<file path="config.mk">
export PLATFORM = sky130hd
export DESIGN_NAME = pointer_to_expression_controller_core
export DESIGN_NICKNAME = d
export VERILOG_FILES = /design/src/rtl/pec_pkg.sv /design/src/rtl/pointer_to_expression_controller_core.sv /design/src/rtl/pec_front.sv /design/src/rtl/pec_queue.sv /design/src/rtl/pec_arith.sv /design/src/rtl/pec_back.sv
export SDC_FILE = /design/constraint.sdc
export NUM_CORES = 1
export LEC_CHECK = 0
export BUFFER_PORTS_ARGS = -buffer_cell sky130_fd_sc_hd__buf_2
export CORE_ASPECT_RATIO = 1.1
export CORE_MARGIN = 2
export CORE_UTILIZATION = 60
export DETAILED_ROUTE_END_ITERATION = 8
export PLACE_DENSITY = 0.77
export SETUP_SLACK_MARGIN = 0.1
export SLEW_MARGIN = 5
export SYNTH_ARGS = -nofsm -noshare
export SYNTH_HDL_FRONTEND = slang
export SYNTH_SLANG_ARGS = --single-unit
</file>
<file path="constraint.sdc">
create_clock -name clock -period 8.8 [get_ports clock]
set_input_delay 2.64 -clock clock [delete_from_list [all_inputs] [get_ports clock]]
set_output_delay 2.64 -clock clock [all_outputs]
set_load 0.05 [all_outputs]
</file>
<file path="src/rtl/pec_pkg.sv">
// ---------------------------------------------------------------------------
// pec_pkg
// Types, constants and helpers shared by the pointer-to-expression blocks.
// ---------------------------------------------------------------------------
`default_nettype none
package pec_pkg;

   localparam int HEIGHT_W   = 15;
   localparam int DELAY_W    = 16;
   localparam int POS_W      = 16;
   localparam int ELAPSED_W  = 10;
   localparam int CC_W       = 7;
   localparam int NUM_W      = 22;   // holds 127 * 32767
   localparam int CSR_IDX_W  = 3;
   localparam int CSR_DATA_W = 16;
   localparam int QUEUE_DEPTH = 2;

   localparam logic [CC_W-1:0] CC_MAX = 7'd127;

   // register indexes
   localparam logic [CSR_IDX_W-1:0] CSR_SCREEN_HEIGHT = 3'd0;
   localparam logic [CSR_IDX_W-1:0] CSR_DECAY_DELAY   = 3'd1;
   localparam logic [CSR_IDX_W-1:0] CSR_CURVE_MODE    = 3'd2;
   localparam logic [CSR_IDX_W-1:0] CSR_MOD_ENABLE    = 3'd3;
   localparam logic [CSR_IDX_W-1:0] CSR_EXP_ENABLE    = 3'd4;

   // curve codes
   localparam logic [1:0] CURVE_LINEAR = 2'd0;
   localparam logic [1:0] CURVE_SQUARE = 2'd1;
   localparam logic [1:0] CURVE_ROOT   = 2'd2;

   typedef struct packed {
      logic signed [POS_W-1:0] x_position;
      logic signed [POS_W-1:0] y_position;
      logic [ELAPSED_W-1:0]    elapsed_ms;
   } req_type;

   typedef struct packed {
      logic [CC_W-1:0] note_velocity;
      logic            direction_changed;
      logic [CC_W-1:0] controller_value;
      logic            modulation_send;
      logic            expression_send;
   } rsp_type;

   typedef struct packed {
      logic [HEIGHT_W-1:0] screen_height;
      logic [DELAY_W-1:0]  decay_delay_ms;
      logic [1:0]          curve_mode;
      logic                modulation_enable;
      logic                expression_enable;
   } cfg_type;

   // queue entry: the sample plus the velocity numerator 127*(h - clamp(y))
   typedef struct packed {
      logic signed [POS_W-1:0] x_position;
      logic signed [POS_W-1:0] y_position;
      logic [ELAPSED_W-1:0]    elapsed_ms;
      logic [NUM_W-1:0]        numerator;
   } work_type;

   typedef struct packed {
      logic                start;
      logic                sqrt_mode;
      logic [NUM_W-1:0]    num;
      logic [HEIGHT_W-1:0] den;
   } arith_cmd_type;

   typedef enum logic [1:0] {
      ST_IDLE,
      ST_VEL,
      ST_SHAPE,
      ST_OUT
   } back_state_type;

   // a height of zero acts as one
   function automatic logic [HEIGHT_W-1:0] eff_height(input logic [HEIGHT_W-1:0] h);
      return (h == '0) ? HEIGHT_W'(1) : h;
   endfunction

endpackage
`default_nettype wire

</file>
<file path="src/rtl/pointer_to_expression_controller_core.sv">
// ---------------------------------------------------------------------------
// pointer_to_expression_controller_core
// Turns pointer samples into note velocity and a curved or decaying
// controller value with per-output send flags.
// ---------------------------------------------------------------------------
// A sample that is skipped (same position, no decay pending) leaves the
// execution stage and produces no result. A processed sample goes through
// the velocity divide with a linear or square curve, a decay step or a held
// value, and through a square-root step as well when the square-root
// curve is applied; both steps run in the shared iterative divide/root
// unit, which resolves one result bit per cycle and is used once or twice per
// sample. A two-entry queue lets new samples be taken while one is executing,
// and the result register lets execution go on while a result waits to be
// transferred. Configuration writes take effect at once and belong in idle
// periods.
// ---------------------------------------------------------------------------
`default_nettype none
module pointer_to_expression_controller_core #(
   parameter int DECAY_SPAN_MS = 200
) (
   input  wire logic                               clock,
   input  wire logic                               reset,
   input  wire logic                               req_valid,
   output logic                                    req_stall,
   input  wire pec_pkg::req_type                   req_payload,
   output logic                                    rsp_valid,
   input  wire logic                               rsp_stall,
   output pec_pkg::rsp_type                        rsp_payload,
   input  wire logic                               csr_wr_en,
   input  wire logic [pec_pkg::CSR_IDX_W-1:0]      csr_index,
   input  wire logic [pec_pkg::CSR_DATA_W-1:0]     csr_wdata
);

   pec_pkg::cfg_type  cfg_ff, cfg_in;
   pec_pkg::work_type q_data, q_head;
   logic              q_push, q_full, q_pop, q_valid;

   always_comb begin
      cfg_in = cfg_ff;
      if (csr_wr_en) begin
         case (csr_index)
            pec_pkg::CSR_SCREEN_HEIGHT: begin
               cfg_in.screen_height = csr_wdata[pec_pkg::HEIGHT_W-1:0];
            end
            pec_pkg::CSR_DECAY_DELAY: begin
               cfg_in.decay_delay_ms = csr_wdata[pec_pkg::DELAY_W-1:0];
            end
            pec_pkg::CSR_CURVE_MODE: begin
               cfg_in.curve_mode = csr_wdata[1:0];
            end
            pec_pkg::CSR_MOD_ENABLE: begin
               cfg_in.modulation_enable = csr_wdata[0];
            end
            pec_pkg::CSR_EXP_ENABLE: begin
               cfg_in.expression_enable = csr_wdata[0];
            end
            default: begin
               cfg_in = cfg_ff;
            end
         endcase
      end
   end

   always_ff @(posedge clock) begin
      if (reset) begin
         cfg_ff.screen_height     <= pec_pkg::HEIGHT_W'(1080);
         cfg_ff.decay_delay_ms    <= pec_pkg::DELAY_W'(100);
         cfg_ff.curve_mode        <= pec_pkg::CURVE_LINEAR;
         cfg_ff.modulation_enable <= 1'b1;
         cfg_ff.expression_enable <= 1'b1;
      end else begin
         cfg_ff <= cfg_in;
      end
   end

   pec_front u_front (
      .req_valid     (req_valid),
      .req_stall     (req_stall),
      .req_payload   (req_payload),
      .screen_height (cfg_ff.screen_height),
      .q_full        (q_full),
      .q_push        (q_push),
      .q_data        (q_data)
   );

   pec_queue u_queue (
      .clock     (clock),
      .reset     (reset),
      .push      (q_push),
      .push_data (q_data),
      .full      (q_full),
      .pop       (q_pop),
      .valid     (q_valid),
      .head      (q_head)
   );

   pec_back #(
      .DECAY_SPAN_MS (DECAY_SPAN_MS)
   ) u_back (
      .clock       (clock),
      .reset       (reset),
      .cfg         (cfg_ff),
      .q_valid     (q_valid),
      .q_head      (q_head),
      .q_pop       (q_pop),
      .rsp_valid   (rsp_valid),
      .rsp_stall   (rsp_stall),
      .rsp_payload (rsp_payload)
   );

endmodule
`default_nettype wire

</file>
<file path="src/rtl/pec_front.sv">
// ---------------------------------------------------------------------------
// pec_front
// Accepts samples, clamps y and forms the velocity numerator for the queue.
// ---------------------------------------------------------------------------
`default_nettype none
module pec_front (
   input  wire logic                             req_valid,
   output logic                                  req_stall,
   input  wire pec_pkg::req_type                 req_payload,
   input  wire logic [pec_pkg::HEIGHT_W-1:0]     screen_height,
   input  wire logic                             q_full,
   output logic                                  q_push,
   output pec_pkg::work_type                     q_data
);

   logic [pec_pkg::HEIGHT_W-1:0] h_eff;
   logic [pec_pkg::HEIGHT_W-1:0] y_clamped;
   logic [pec_pkg::HEIGHT_W-1:0] span;

   assign h_eff = pec_pkg::eff_height(screen_height);

   always_comb begin
      if (req_payload.y_position[pec_pkg::POS_W-1]) begin
         y_clamped = '0;
      end else if ({1'b0, req_payload.y_position[pec_pkg::POS_W-2:0]} >
                   {1'b0, h_eff}) begin
         y_clamped = h_eff;
      end else begin
         y_clamped = req_payload.y_position[pec_pkg::HEIGHT_W-1:0];
      end
   end

   assign span = h_eff - y_clamped;

   assign req_stall = q_full;
   assign q_push    = req_valid & ~q_full;

   always_comb begin
      q_data.x_position = req_payload.x_position;
      q_data.y_position = req_payload.y_position;
      q_data.elapsed_ms = req_payload.elapsed_ms;
      // 127 * span as (span << 7) - span
      q_data.numerator  = pec_pkg::NUM_W'({span, 7'b0}) - pec_pkg::NUM_W'(span);
   end

endmodule
`default_nettype wire

</file>
<file path="src/rtl/pec_queue.sv">
// ---------------------------------------------------------------------------
// pec_queue
// Short FIFO between the front and the back.
// ---------------------------------------------------------------------------
`default_nettype none
module pec_queue (
   input  wire logic              clock,
   input  wire logic              reset,
   input  wire logic              push,
   input  wire pec_pkg::work_type push_data,
   output logic                   full,
   input  wire logic              pop,
   output logic                   valid,
   output pec_pkg::work_type      head
);

   localparam int DEPTH = pec_pkg::QUEUE_DEPTH;
   localparam int PTR_W = (DEPTH > 1) ? $clog2(DEPTH) : 1;
   localparam int CNT_W = $clog2(DEPTH + 1);

   pec_pkg::work_type entry_ff [DEPTH];
   logic [PTR_W-1:0] wr_ptr_ff, wr_ptr_in;
   logic [PTR_W-1:0] rd_ptr_ff, rd_ptr_in;
   logic [CNT_W-1:0] count_ff, count_in;
   logic             do_push, do_pop;

   assign full    = (count_ff == CNT_W'(DEPTH));
   assign valid   = (count_ff != '0);
   assign head    = entry_ff[rd_ptr_ff];
   assign do_push = push & ~full;
   assign do_pop  = pop & valid;

   always_comb begin
      wr_ptr_in = wr_ptr_ff;
      rd_ptr_in = rd_ptr_ff;
      count_in  = count_ff;
      if (do_push) begin
         wr_ptr_in = (wr_ptr_ff == PTR_W'(DEPTH - 1)) ? '0 : wr_ptr_ff + PTR_W'(1);
      end
      if (do_pop) begin
         rd_ptr_in = (rd_ptr_ff == PTR_W'(DEPTH - 1)) ? '0 : rd_ptr_ff + PTR_W'(1);
      end
      if (do_push && !do_pop) begin
         count_in = count_ff + CNT_W'(1);
      end else if (do_pop && !do_push) begin
         count_in = count_ff - CNT_W'(1);
      end
   end

   always_ff @(posedge clock) begin
      if (reset) begin
         wr_ptr_ff <= '0;
         rd_ptr_ff <= '0;
         count_ff  <= '0;
      end else begin
         wr_ptr_ff <= wr_ptr_in;
         rd_ptr_ff <= rd_ptr_in;
         count_ff  <= count_in;
      end
   end

   always_ff @(posedge clock) begin
      if (do_push) begin
         entry_ff[wr_ptr_ff] <= push_data;
      end
   end

endmodule
`default_nettype wire

</file>
<file path="src/rtl/pec_arith.sv">
// ---------------------------------------------------------------------------
// pec_arith
// Shared iterative unit: 7-bit quotient divide or 7-bit integer square root,
// one result bit per cycle.
// ---------------------------------------------------------------------------
`default_nettype none
module pec_arith (
   input  wire logic                          clock,
   input  wire logic                          reset,
   input  wire pec_pkg::arith_cmd_type        cmd,
   output logic                               done,
   output logic [pec_pkg::CC_W-1:0]           result
);

   localparam int BIT_W = $clog2(pec_pkg::CC_W);

   logic                            busy_ff, busy_in;
   logic                            done_ff, done_in;
   logic [BIT_W-1:0]                bit_ff, bit_in;
   logic                            sqrt_ff, sqrt_in;
   logic [pec_pkg::NUM_W-1:0]       rem_ff, rem_in;
   logic [pec_pkg::HEIGHT_W-1:0]    den_ff, den_in;
   logic [pec_pkg::CC_W-1:0]        res_ff, res_in;

   logic [pec_pkg::CC_W-1:0]        bit_mask;
   logic [pec_pkg::CC_W-1:0]        cand;
   logic [2*pec_pkg::CC_W-1:0]      cand_sq;
   logic [pec_pkg::NUM_W-1:0]       den_shift;

   assign bit_mask  = pec_pkg::CC_W'(1) << bit_ff;
   assign cand      = res_ff | bit_mask;
   assign cand_sq   = (2*pec_pkg::CC_W)'(cand) * (2*pec_pkg::CC_W)'(cand);
   assign den_shift = pec_pkg::NUM_W'(den_ff) << bit_ff;

   always_comb begin
      busy_in = busy_ff;
      done_in = 1'b0;
      bit_in  = bit_ff;
      sqrt_in = sqrt_ff;
      rem_in  = rem_ff;
      den_in  = den_ff;
      res_in  = res_ff;
      if (cmd.start) begin
         busy_in = 1'b1;
         bit_in  = BIT_W'(pec_pkg::CC_W - 1);
         sqrt_in = cmd.sqrt_mode;
         rem_in  = cmd.num;
         den_in  = cmd.den;
         res_in  = '0;
      end else if (busy_ff) begin
         if (sqrt_ff) begin
            if (pec_pkg::NUM_W'(cand_sq) <= rem_ff) begin
               res_in = cand;
            end
         end else if (rem_ff >= den_shift) begin
            rem_in = rem_ff - den_shift;
            res_in = res_ff | bit_mask;
         end
         if (bit_ff == '0) begin
            busy_in = 1'b0;
            done_in = 1'b1;
         end else begin
            bit_in = bit_ff - BIT_W'(1);
         end
      end
   end

   always_ff @(posedge clock) begin
      if (reset) begin
         busy_ff <= 1'b0;
         done_ff <= 1'b0;
      end else begin
         busy_ff <= busy_in;
         done_ff <= done_in;
      end
   end

   always_ff @(posedge clock) begin
      bit_ff  <= bit_in;
      sqrt_ff <= sqrt_in;
      rem_ff  <= rem_in;
      den_ff  <= den_in;
      res_ff  <= res_in;
   end

   assign done   = done_ff;
   assign result = res_ff;

endmodule
`default_nettype wire

</file>
<file path="src/rtl/pec_back.sv">
// ---------------------------------------------------------------------------
// pec_back
// Executes queued samples: skip test, direction, velocity, curve or decay,
// send flags, and the result register.
// ---------------------------------------------------------------------------
`default_nettype none
module pec_back #(
   parameter int DECAY_SPAN_MS = 200
) (
   input  wire logic              clock,
   input  wire logic              reset,
   input  wire pec_pkg::cfg_type  cfg,
   input  wire logic              q_valid,
   input  wire pec_pkg::work_type q_head,
   output logic                   q_pop,
   output logic                   rsp_valid,
   input  wire logic              rsp_stall,
   output pec_pkg::rsp_type       rsp_payload
);

   localparam int SPAN_W = $clog2(DECAY_SPAN_MS + 1);
   localparam int PROD_W = pec_pkg::CC_W + SPAN_W;
   localparam logic [SPAN_W-1:0] SPAN = SPAN_W'(DECAY_SPAN_MS);
   localparam int POS_W  = pec_pkg::POS_W;
   localparam int CC_W   = pec_pkg::CC_W;
   localparam int DLY_W  = pec_pkg::DELAY_W;

   // reciprocal of the decay span, exact for every level times remaining span
   localparam longint DECAY_TOP = longint'(pec_pkg::CC_MAX) * longint'(DECAY_SPAN_MS) *
                                  longint'(DECAY_SPAN_MS);
   localparam int     RECIP_K   = $clog2(DECAY_TOP + 1);
   localparam longint RECIP_M   = ((longint'(1) << RECIP_K) + longint'(DECAY_SPAN_MS) - 1) /
                                  longint'(DECAY_SPAN_MS);
   localparam int     RECIP_W   = $clog2(RECIP_M + 1);
   localparam logic [RECIP_W-1:0] RECIP = RECIP_W'(RECIP_M);

   pec_pkg::back_state_type state_ff, state_in;
   pec_pkg::work_type       item_ff, item_in;
   logic signed [POS_W-1:0] prev_x_ff, prev_x_in;
   logic signed [POS_W-1:0] prev_y_ff, prev_y_in;
   logic                    heading_ff, heading_in;
   logic                    moved_ff, moved_in;
   logic [DLY_W-1:0]        idle_ff, idle_in;
   logic [CC_W-1:0]         sent_mod_ff, sent_mod_in;
   logic [CC_W-1:0]         sent_exp_ff, sent_exp_in;
   logic                    moving_ff, moving_in;
   logic                    dc_ff, dc_in;
   logic [CC_W-1:0]         vel_ff, vel_in;
   logic [CC_W-1:0]         cc_ff, cc_in;
   logic                    rsp_valid_ff, rsp_valid_in;
   pec_pkg::rsp_type        rsp_ff, rsp_in;
   logic [PROD_W-1:0]       decay_prod_ff, decay_prod_in;

   pec_pkg::arith_cmd_type  arith_cmd;
   logic                    arith_done;
   logic [CC_W-1:0]         arith_res;

   logic [DLY_W:0]          idle_sum;
   logic [DLY_W-1:0]        idle_sat;
   logic                    same_pos, pending, skip;
   logic                    moving_now, heading_now;
   logic                    overdue, needs_shape;
   logic [DLY_W-1:0]        past;
   logic [SPAN_W-1:0]       past_c, span_left;
   logic [PROD_W+RECIP_W-1:0] decay_scaled;
   logic [CC_W-1:0]         decay_cc;
   logic [2*CC_W-1:0]       vel_sq, vel_127;
   logic [2*CC_W-1:0]       sq_sum;
   logic [CC_W-1:0]         sq_curve;
   logic                    out_load;
   logic                    mod_send, exp_send;

   pec_arith u_arith (
      .clock  (clock),
      .reset  (reset),
      .cmd    (arith_cmd),
      .done   (arith_done),
      .result (arith_res)
   );

   // classification of the queue head against current state
   assign idle_sum    = {1'b0, idle_ff} + (DLY_W+1)'(q_head.elapsed_ms);
   assign idle_sat    = idle_sum[DLY_W] ? '1 : idle_sum[DLY_W-1:0];
   assign same_pos    = (q_head.x_position == prev_x_ff) &&
                        (q_head.y_position == prev_y_ff);
   assign pending     = (idle_sat > cfg.decay_delay_ms) &&
                        ((sent_mod_ff != '0) || (sent_exp_ff != '0));
   assign skip        = same_pos & ~pending;
   assign moving_now  = (q_head.x_position != prev_x_ff);
   assign heading_now = (q_head.x_position > prev_x_ff);

   // decay and curve operands for the item in flight
   assign overdue     = ~moving_ff && (idle_ff > cfg.decay_delay_ms);
   assign needs_shape = moving_ff && (cfg.curve_mode == pec_pkg::CURVE_ROOT);
   assign past        = idle_ff - cfg.decay_delay_ms;
   assign past_c      = ({1'b0, past} > (DLY_W+1)'(DECAY_SPAN_MS)) ? SPAN
                                                                   : SPAN_W'(past);
   assign span_left   = SPAN - past_c;
   assign decay_prod_in = PROD_W'(sent_mod_ff) * PROD_W'(span_left);
   // operands hold still while the velocity divide runs
   assign decay_scaled  = (PROD_W+RECIP_W)'(decay_prod_ff) * (PROD_W+RECIP_W)'(RECIP);
   assign decay_cc      = decay_scaled[RECIP_K +: CC_W];
   assign vel_sq      = (2*CC_W)'(arith_res) * (2*CC_W)'(arith_res);
   assign vel_127     = (2*CC_W)'(arith_res) * (2*CC_W)'(pec_pkg::CC_MAX);
   // divide by 127 = 2^7 - 1 with a shift and add
   assign sq_sum      = vel_sq + (vel_sq >> CC_W) + (2*CC_W)'(1);
   assign sq_curve    = sq_sum[2*CC_W-1:CC_W];

   assign out_load    = (state_ff == pec_pkg::ST_OUT) && (~rsp_valid_ff || ~rsp_stall);
   assign mod_send    = cfg.modulation_enable && (cc_ff != sent_mod_ff);
   assign exp_send    = cfg.expression_enable && (cc_ff != sent_exp_ff);

   // next state
   always_comb begin
      state_in = state_ff;
      case (state_ff)
         pec_pkg::ST_IDLE: begin
            if (q_valid && !skip) begin
               state_in = pec_pkg::ST_VEL;
            end
         end
         pec_pkg::ST_VEL: begin
            if (arith_done) begin
               state_in = needs_shape ? pec_pkg::ST_SHAPE : pec_pkg::ST_OUT;
            end
         end
         pec_pkg::ST_SHAPE: begin
            if (arith_done) begin
               state_in = pec_pkg::ST_OUT;
            end
         end
         pec_pkg::ST_OUT: begin
            if (out_load) begin
               state_in = pec_pkg::ST_IDLE;
            end
         end
         default: begin
            state_in = pec_pkg::ST_IDLE;
         end
      endcase
   end

   // datapath and outputs
   always_comb begin
      q_pop        = 1'b0;
      arith_cmd    = '0;
      item_in      = item_ff;
      prev_x_in    = prev_x_ff;
      prev_y_in    = prev_y_ff;
      heading_in   = heading_ff;
      moved_in     = moved_ff;
      idle_in      = idle_ff;
      sent_mod_in  = sent_mod_ff;
      sent_exp_in  = sent_exp_ff;
      moving_in    = moving_ff;
      dc_in        = dc_ff;
      vel_in       = vel_ff;
      cc_in        = cc_ff;
      rsp_in       = rsp_ff;
      rsp_valid_in = rsp_valid_ff & rsp_stall;
      case (state_ff)
         pec_pkg::ST_IDLE: begin
            if (q_valid) begin
               q_pop   = 1'b1;
               idle_in = (moving_now && !skip) ? '0 : idle_sat;
               if (!skip) begin
                  item_in    = q_head;
                  moving_in  = moving_now;
                  dc_in      = moving_now & moved_ff & (heading_now != heading_ff);
                  if (moving_now) begin
                     heading_in = heading_now;
                     moved_in   = 1'b1;
                  end
                  arith_cmd.start = 1'b1;
                  arith_cmd.num   = q_head.numerator;
                  arith_cmd.den   = pec_pkg::eff_height(cfg.screen_height);
               end
            end
         end
         pec_pkg::ST_VEL: begin
            if (arith_done) begin
               vel_in = arith_res;
               if (moving_ff) begin
                  cc_in = (cfg.curve_mode == pec_pkg::CURVE_SQUARE) ? sq_curve : arith_res;
                  if (cfg.curve_mode == pec_pkg::CURVE_ROOT) begin
                     arith_cmd.start     = 1'b1;
                     arith_cmd.sqrt_mode = 1'b1;
                     arith_cmd.num       = pec_pkg::NUM_W'(vel_127);
                  end
               end else if (overdue) begin
                  cc_in = decay_cc;
               end else begin
                  cc_in = sent_mod_ff;
               end
            end
         end
         pec_pkg::ST_SHAPE: begin
            if (arith_done) begin
               cc_in = arith_res;
            end
         end
         pec_pkg::ST_OUT: begin
            if (out_load) begin
               rsp_valid_in                = 1'b1;
               rsp_in.note_velocity        = vel_ff;
               rsp_in.direction_changed    = dc_ff;
               rsp_in.controller_value     = cc_ff;
               rsp_in.modulation_send      = mod_send;
               rsp_in.expression_send      = exp_send;
               if (mod_send) begin
                  sent_mod_in = cc_ff;
               end
               if (exp_send) begin
                  sent_exp_in = cc_ff;
               end
               prev_x_in = item_ff.x_position;
               prev_y_in = item_ff.y_position;
               if (overdue) begin
                  moved_in = 1'b0;
               end
            end
         end
         default: begin
            q_pop = 1'b0;
         end
      endcase
   end

   always_ff @(posedge clock) begin
      if (reset) begin
         state_ff     <= pec_pkg::ST_IDLE;
         prev_x_ff    <= '0;
         prev_y_ff    <= '0;
         heading_ff   <= 1'b0;
         moved_ff     <= 1'b0;
         idle_ff      <= '0;
         sent_mod_ff  <= '0;
         sent_exp_ff  <= '0;
         rsp_valid_ff <= 1'b0;
      end else begin
         state_ff     <= state_in;
         prev_x_ff    <= prev_x_in;
         prev_y_ff    <= prev_y_in;
         heading_ff   <= heading_in;
         moved_ff     <= moved_in;
         idle_ff      <= idle_in;
         sent_mod_ff  <= sent_mod_in;
         sent_exp_ff  <= sent_exp_in;
         rsp_valid_ff <= rsp_valid_in;
      end
   end

   always_ff @(posedge clock) begin
      item_ff       <= item_in;
      moving_ff     <= moving_in;
      dc_ff         <= dc_in;
      vel_ff        <= vel_in;
      cc_ff         <= cc_in;
      rsp_ff        <= rsp_in;
      decay_prod_ff <= decay_prod_in;
   end

   assign rsp_valid   = rsp_valid_ff;
   assign rsp_payload = rsp_ff;

endmodule
`default_nettype wire
</file>
==> flow_metrics.tcl, run 1 <==
set metrics [dict create \
    antenna_found_initial 6 \
    setup_violations 0 \
    synth-adder-area-share_pct 26.0 \
    yosysWarnings 0 \
    routed_wl_mm 68.3 \
    synth.most_common_cell "inv_1" \
    drive_above_1_share_pct 9.21 \
    vias_per_cell 5.93 \
    grt_pass1_wl_mm 112 \
    antenna_cells 0 \
    cts_buffer_depth 3 \
    p_seq_share_pct 33.9 \
    synth_edf_count 231 \
    critPathKind "reg2reg" \
    end_kind "flip-flop" \
    gp_congestion 0.923 \
    drc 0 \
    vias 21843 \
    syn-cell-area_um2 29000 \
    yosys.area_share.simple_pct 13.2 \
    hold_buffers 0 \
    grt_pass1_vias 22097 \
    die_h_um 234 \
    synth_mux_area_share_pct 4.55 \
    path_max_fanout 24 \
    rsz0062_at_grt "no" \
    insertion_delay_ns 0.60 \
    dpl.cell_count 3612 \
    yosysTopAreaCell "edfxtp_1" \
    avgSynthCellArea_um2 9.81 \
    arrival_ns 8.64 \
    clk_pin_slew_ns 0.06 \
    ys_seq_area_share_pct 33.2 \
    swShare_pct 39.0 \
    layout.nets 3586 \
    clkPwrFrac_pct 21.6 \
    startpoint_type "flip-flop" \
    cp_slowest_stage_delay_ns 0.56 \
    dr.first_iter.drc_count 1645 \
    p_sw_uw 2940 \
    cts_setup_buffers 0 \
    gr-usage-all-layers_pct 28.4 \
    numCtsBuffers 40 \
    cpMostUsedCell "fa_1" \
    dpl.hpwl_mm 52.6 \
    initial_core_util_pct 60.7 \
    hold_viol 0 \
    synth-compound-area-share_pct 12.3 \
    max-cap-violations 0 \
    worstHoldPathType "reg2reg" \
    slew-limit-headroom_pct 23.9 \
    finClkSkew_ns 0.0248 \
    wl_per_cell_um 18.5 \
    antenna_left 0 \
    power_frac_comb_pct 44.5 \
    cts.htree.levels 2 \
    ys_async_sr_fraction_pct 0 \
    maxSlewViolCount 0 \
    p_int_uw 4610 \
    p_per_area_nw_per_um2 241 \
    ys_types 85 \
    synthTopCellsByArea "edfxtp_1 (24%), ha_1 (16%), fa_1 (10%), dfxtp_1 (9.3%), inv_1 (4.7%)" \
    syn_to_final_growth_pct 8.01 \
    synth_top_family_by_area "adder cells" \
    synthXorXnorAreaFrac_pct 4.75 \
    max_freq_ghz 0.123 \
    cts_tree "built" \
    grt_max_degree 75 \
    cts_root_buffer "clkbuf_16" \
    finalCritPeriodShare_pct 92.5 \
    syn_nets 3530 \
    yosys_most_used_dff "edfxtp_1" \
    ys_top_cells_by_count "inv_1 (362), ha_1 (361), nand2_1 (261)" \
    std_cell_rows 84 \
    ys_seq_elements 365 \
    setup_tns_ns 0 \
    pin_count 85 \
    vdd_ir_drop_max_mv 0.258 \
    io_buffers 84 \
    dr.pass1.iters 6 \
    outcome "complete, no violations" \
    dieArea_um2 50000 \
    cp.required_ns 9.30 \
    cts-resized-gates 0 \
    core_um2 47700 \
    synth_top_area_share_pct 24.0 \
    die_w_um 213 \
    min_period_ns 8.14 \
    instances_no_fill 3686 \
    worstMarginPinSlew_ns 1.14 \
    gr-total-overflow 0 \
    syn_inst 2953 \
    critPathSlowestCell "fa_1" \
    power_leakage_uw 0.0142 \
    clkSinkCount 365 \
]
cells by family after synthesis:
| logic type | after synthesis |
|---|---|
| mux | 113 |
| compound gates | 550 |
| simple gates | 796 |
| buf+inv | 461 |
| xor+xnor | 157 |
| flops | 365 |
| fa+ha+maj | 511 |
cells in the final DEF, fill, tap and decap left out, types with 20 or more instances in the layout:
cell type	instances
and2_1	27
nand2_1	261
o211ai_1	21
ha_1	361
nor4_1	22
nor3_1	54
or2_2	20
dfxtp_1	133
inv_1	362
nor2b_1	34
a21oi_1	182
buf_4	26
nor2_1	188
o21ai_0	97
nand3_1	47
mux2i_1	44
nand4_1	38
xor2_1	69
a21o_1	43
clkbuf_16	40
edfxtp_1	231
fa_1	150
a211oi_1	29
buf_2	83
and3_1	37
nand2b_1	22
o21a_1	21
mux2_2	56
xnor2_1	88
critical path, delay by kind of cell, from the launching register on:
family | cells | cell delay [ns]
simple gates | 5 | 1.11
fa+ha+maj | 7 | 2.99
compound gates | 10 | 2.90
flops | 1 | 0.31
buf+inv | 4 | 0.72
registers in the layout, indices dropped and copies added, names as in the netlist, 3 cells and up, named ones only:
register / count
u_back.decay_prod_ff: 15
u_back.sent_mod_ff: 7
u_queue.entry_ff: 128
u_back.u_arith.den_ff: 15
cfg_ff: 35
u_back.u_arith.result: 7
u_back.prev_y_ff: 16
u_back.u_arith.rem_ff: 22
u_back.item_ff: 32
u_back.rsp_payload: 17
u_back.u_arith.bit_ff: 3
u_back.cc_ff: 7
u_back.prev_x_ff: 16
u_back.idle_ff: 16
u_back.vel_ff: 7
u_back.sent_exp_ff: 7
worst paths after layout:
| path | from | to | slack (ns) | cells past startpoint |
|---|---|---|---|---|
| setup / recovery | u_back.u_arith.bit_ff[0]$_SDFFE_PP0P_ | u_back.u_arith.result[1]$_SDFFE_PP0P_ | 0.66 | 26 |
| hold / removal | u_back.vel_ff[6]$_DFFE_PP_ | u_back.rsp_payload[16]$_DFFE_PP_ | 0.42 | 0 |
| setup reg to reg | u_back.u_arith.bit_ff[0]$_SDFFE_PP0P_ | u_back.u_arith.result[1]$_SDFFE_PP0P_ | 0.66 | 26 |
| hold reg to reg | u_back.vel_ff[6]$_DFFE_PP_ | u_back.rsp_payload[16]$_DFFE_PP_ | 0.42 | 0 |
area by class of cell:
type / count / area (um2)
clock inverters: 21 / 200
well taps: 645 / 807
repair buffers: 109 / 611
multi-input cells: 2127 / 17600
inverters: 366 / 1370
fillers: 3837 / 16400
flip-flops and latches: 365 / 9620
clock buffers: 53 / 1060
stage by stage:
step | power, uW | util [%] | hold slack [ns] | setup slack [ns] | instance area (um2)
after floorplan | 5050 | - | 0.400 | 0.540 | 29000
after global placement | 5750 | 62.9 | 0.400 | 0.356 | 30000
after detailed placement | 5870 | 62.9 | 0.405 | 0.273 | 30000
after CTS | 7520 | 65.6 | 0.420 | 0.776 | 31300
after global routing | 8020 | 65.6 | 0.426 | 0.152 | 31300
final | 7550 | 65.6 | 0.418 | 0.661 | 31300
power by group through the flow:
stage | combinational [uW] | sequential (uW) | clock (uW)
global route | 3720 | 2590 | 1710
detailed placement | 3290 | 2580 | 0
global placement | 3180 | 2570 | 0
finish | 3360 | 2560 | 1630
CTS | 3330 | 2550 | 1640
floorplan | 2520 | 2530 | 0
metal layers:
layer	global-route usage, %	routed length, um	up-vias
met5	0	64	-
met4	10.4	2400	10
met3	3.66	3670	143
met2	49.6	33600	652
met1	36.1	28700	10569
li1	-	-	10469
Power figures use the tool's default switching activity.
==> run 2: changes to the inputs <==
--- a/config.mk
+++ b/config.mk
@@ -8,9 +8,9 @@
 export BUFFER_PORTS_ARGS = -buffer_cell sky130_fd_sc_hd__buf_2
 export CORE_ASPECT_RATIO = 1.1
 export CORE_MARGIN = 2
-export CORE_UTILIZATION = 60
+export CORE_UTILIZATION = 38
 export DETAILED_ROUTE_END_ITERATION = 8
-export PLACE_DENSITY = 0.77
+export PLACE_DENSITY = 0.53
 export SETUP_SLACK_MARGIN = 0.1
 export SLEW_MARGIN = 5
 export SYNTH_ARGS = -nofsm -noshare
==> flow_metrics.tcl, run 2 (synthesis results as in run 1) <==
set metrics [dict create \
    grt_pass1_vias 21874 \
    finalCritPeriodShare_pct 91.0 \
    hold_viol 0 \
    gr-total-overflow 0 \
    critPathKind "in2reg" \
    numCtsBuffers 43 \
    dieArea_um2 78400 \
    maxSlewViolCount 0 \
    wl_per_cell_um 17.8 \
    utilization_pct 42.3 \
    slew-limit-headroom_pct 40.6 \
    worstMarginPinSlew_ns 0.888 \
    gp_congestion 0.906 \
    cts_tree "built" \
    power_leakage_uw 0.0143 \
    io_buffers 84 \
    pin_count 85 \
    dr.pass1.iters 5 \
    end_kind "flip-flop" \
    dr.first_iter.drc_count 1194 \
    insertion_delay_ns 0.58 \
    initial_core_util_pct 38.2 \
    setup_violations 0 \
    vdd_ir_drop_max_mv 0.207 \
    drive_above_1_share_pct 9.85 \
    final_area_um2 32000 \
    top_register "u_queue.entry_ff" \
    core_um2 75700 \
    reg_top3 "u_queue.entry_ff x128, cfg_ff x35, u_back.item_ff x32" \
    cts_buffer_depth 3 \
    min_period_ns 8.01 \
    startpoint_type "input pin" \
    vias 21266 \
    place_area_um2 30600 \
    syn_to_final_growth_pct 10.6 \
    outcome "complete, no violations" \
    layout_commonest_cell "inv_1" \
    grt_pass1_wl_mm 118 \
    cts_setup_buffers 0 \
    critPathBufInv 2 \
    finalWorstSetupSlack_ns 0.791 \
    rsz0062_at_grt "no" \
    path_delay_family "compound AO/OA/AOI/OAI gates" \
    pre_cts_slack_ns 0.308 \
    routed_wl_mm 72.8 \
    antenna_found_initial 8 \
    critPathSlowestCell "fa_1" \
    cts_root_buffer "clkbuf_16" \
    layout.nets 3597 \
    arrival_ns 8.33 \
    setup_tns_ns 0 \
    p_per_area_nw_per_um2 242 \
    largest_reg_flops 128 \
    path_max_fanout 15 \
    worstHoldPathType "reg2reg" \
    gr-usage-all-layers_pct 18.9 \
    cp_slowest_stage_delay_ns 0.44 \
    die_w_um 267 \
    drc 0 \
    max-cap-violations 0 \
    antenna_left 0 \
    dpl.hpwl_mm 57.3 \
    cp.required_ns 9.12 \
    clkSinkCount 365 \
    clk_pin_slew_ns 0.06 \
    max_freq_ghz 0.125 \
    std_cell_rows 106 \
    die_h_um 294 \
    cts.htree.levels 2 \
    finClkSkew_ns 0.0178 \
    grt_max_degree 64 \
    vias_per_cell 5.20 \
    final_cell_mix "inv_1 (362), ha_1 (361), nand2_1 (261)" \
]
[run 2: changes by cell type in the layout (fill, tap and decap cells not counted), sizes merged]
cell,before,now
bufinv,1,4
clkinv,15,9
inv,367,372
buf,109,117
clkbuf,53,57
diode,0,5
[run 2: cell type report]
class	instances	area, um2
Antenna cell	5	12.5
Sequential cell	365	9620
Inverter	366	1370
Timing Repair Buffer	117	671
Fill cell	7355	43700
Clock inverter	23	279
Tap cell	1026	1280
Clock buffer	57	1170
Multi-Input combinational cell	2127	17600
[run 2: layer usage]
| layer | vias up | part of all wire, % | track usage [%] |
|---|---|---|---|
| li1 | 10478 | - | - |
| met1 | 10269 | 45 | 24.8 |
| met2 | 397 | 48 | 32.4 |
| met3 | 114 | 4.5 | 2.77 |
| met4 | 8 | 2.7 | 5.18 |
| met5 | - | 0.073 | 0 |
[run 2: what timing repair did]
action,in CTS,in global routing
setup endpoints to repair,0,8
resized for setup,0,2
hold buffers,0,0
[run 2: path summary, 6_finish.rpt]
check | startpoint | end | slack, ns | cells past startpoint
hold reg to reg | u_back.dc_ff$_DFFE_PP_ | u_back.rsp_payload[9]$_DFFE_PP_ | 0.42 | 0
setup reg to reg | u_back.idle_ff[10]$_SDFFE_PP0P_ | u_back.decay_prod_ff[14]$_DFF_P_ | 0.84 | 32
setup / recovery | req_payload[11] | u_queue.entry_ff[1][21]$_DFFE_PP_ | 0.79 | 30
hold / removal | u_back.dc_ff$_DFFE_PP_ | u_back.rsp_payload[9]$_DFFE_PP_ | 0.42 | 0
[run 2: through the flow]
stage	hold slack, ns	cells	power, uW
6_report	0.418	4086	7760
3_5_place_dp	0.410	4001	5930
4_1_cts	0.422	4081	7830
3_3_place_gp	0.406	4001	5870
2_1_floorplan	0.400	2953	5050
5_1_grt	0.425	4082	8320
[run 2: report_power, final]
| group | leakage, uW | switching (uW) | internal [uW] |
|---|---|---|---|
| Clock | 0.000701 | 768 | 1070 |
| Sequential | 0.00325 | 183 | 2370 |
| Combinational | 0.0104 | 2030 | 1350 |
==> run 3: changes to the inputs <==
==> constraint.sdc (replaced) <==
create_clock -name clock -period 8.8 [get_ports clock]
set_input_delay 0.44 -clock clock [delete_from_list [all_inputs] [get_ports clock]]
set_output_delay 0.44 -clock clock [all_outputs]
set_load 0.05 [all_outputs]
==> flow_metrics.tcl, run 3 (synthesis results as in run 1) <==
set metrics [dict create \
    worstHoldPathType "in2reg" \
    p_per_area_nw_per_um2 244 \
    place_area_um2 30400 \
    cpMostUsedCell "fa_1" \
    max_freq_ghz 0.127 \
    gr-total-overflow 0 \
    vias_per_cell 5.21 \
    grt_pass1_vias 22032 \
    cp_slowest_stage_delay_ns 0.56 \
    insertion_delay_ns 0.60 \
    final_cell_mix "inv_1 (362), ha_1 (361), nand2_1 (261)" \
    grt.met3_usage_pct 2.78 \
    arrival_ns 8.34 \
    clkSinkCount 365 \
    min_period_ns 7.85 \
    grt_use_met2_pct 32.9 \
    antenna_found_initial 3 \
    grt-busiest-layer "met2" \
    dieArea_um2 78400 \
    top_register "u_queue.entry_ff" \
    pin_count 85 \
    holdWs_ns 0.0331 \
    syn_to_final_growth_pct 10.3 \
    gr-usage-all-layers_pct 19.0 \
    drc 0 \
    routed_wl_mm 73.3 \
    finalCritPeriodShare_pct 89.2 \
    setup_violations 0 \
    final_area_um2 31900 \
    antenna_left 0 \
    power_leakage_uw 0.0143 \
    rsz0062_at_grt "no" \
    cts_tree "built" \
    slew-limit-headroom_pct 34.8 \
    startpoint_type "flip-flop" \
    wl_per_cell_um 18.0 \
    vdd_ir_drop_max_mv 0.192 \
    critPathSlowestCell "nor4_2" \
    largest_reg_flops 128 \
    path_max_fanout 7 \
    io_buffers 84 \
    worstMarginPinSlew_ns 0.975 \
    outcome "complete, no violations" \
    clk_pin_slew_ns 0.07 \
    max-cap-violations 0 \
    cp.required_ns 9.29 \
    layout.nets 3581 \
    layout_commonest_cell "inv_1" \
    drive_above_1_share_pct 9.29 \
    gp_congestion 0.906 \
    end_kind "flip-flop" \
    finClkSkew_ns 0.0426 \
    setup_tns_ns 0 \
    numCtsBuffers 42 \
    grt_pass1_wl_mm 118 \
    dr.first_iter.drc_count 1350 \
    dpl.hpwl_mm 57.4 \
    die_h_um 294 \
    cts_buffer_depth 3 \
    cts_root_buffer "clkbuf_16" \
    maxSlewViolCount 0 \
    dr.pass1.iters 6 \
    cts.htree.levels 2 \
    std_cell_rows 106 \
    critPathKind "reg2reg" \
    grt_util_met1_pct 24.8 \
    vias 21159 \
    core_um2 75700 \
    initial_core_util_pct 38.2 \
    die_w_um 267 \
    reg_top3 "u_queue.entry_ff x128, cfg_ff x35, u_back.item_ff x32" \
    hold_viol 0 \
    grt_max_degree 56 \
]
run 3: cell count changes in the layout (fill, tap and decap cells not counted), moves of 2 or more:
cell / previous run / this run
clkinv_1: 2 / 5
inv_6: 4 / 1
clkbuf_16: 43 / 46
diode_2: 5 / 2
clkbuf_1: 10 / 7
clkbuf_8: 4 / 2
buf_4: 34 / 18
run 3: worst paths after layout:
check / startpoint / to / slack (ns) / depth (start not counted)
setup / recovery: u_back.idle_ff[0]$_SDFFE_PP0P_ / u_back.decay_prod_ff[14]$_DFF_P_ / 0.95 / 31
hold / removal: req_payload[37] / u_queue.entry_ff[1][59]$_DFFE_PP_ / 0.03 / 1
setup reg to reg: u_back.idle_ff[0]$_SDFFE_PP0P_ / u_back.decay_prod_ff[14]$_DFF_P_ / 0.95 / 31
hold reg to reg: u_back.vel_ff[0]$_DFFE_PP_ / u_back.rsp_payload[10]$_DFFE_PP_ / 0.41 / 0
run 3: area by class of cell:
| type | instances | area (um2) |
|---|---|---|
| clock buffer | 55 | 1200 |
| clock inverter | 22 | 287 |
| multi-input combinational | 2127 | 17600 |
| inverter | 366 | 1370 |
| fill | 7343 | 43800 |
| sequential | 365 | 9620 |
| tap | 1026 | 1280 |
| timing repair buffer | 102 | 561 |
| antenna | 2 | 5.00 |
run 3: power breakdown:
group          switching (uW)  leakage, uW  internal, uW  total (uW)
Clock                     755     0.000721          1120        1880
Combinational            2020       0.0103          1330        3350
Sequential                191      0.00325          2370        2560
run 3: through the flow:
stage | setup WS, ns | util (%) | total power, uW | cells
6_report | 0.951 | 42.2 | 7790 | 4065
5_1_grt | 0.200 | 42.2 | 8330 | 4063
4_1_cts | 0.848 | 42.2 | 7850 | 4063
3_5_place_dp | 0.874 | 40.2 | 5920 | 3985
3_3_place_gp | 1.14 | 40.2 | 5850 | 3985
2_1_floorplan | 1.51 | - | 5050 | 2953
run 3: what timing repair did:
action                                  4_1_cts  5_1_grt
setup buffers                                 0        0
hold buffers                                  1        0
endpoints found under the setup margin        0        7
gates resized for setup                       0        1
endpoints found under the hold margin         1        0
run 3: routing by layer:
layer	routed length, um	share of wire, %
met1	33000	45
met2	35500	48
met3	3140	4.3
met4	1650	2.3
met5	14	0.019
run 3: worst max-delay path: cells and delay by family (launching register included):
family          cells  cell delay [ns]
xor+xnor            3             0.48
flops               1             0.37
mux                 1             0.45
simple gates       10             1.89
compound gates      5             1.11
buf+inv             4             0.27
fa+ha+maj           8             3.18
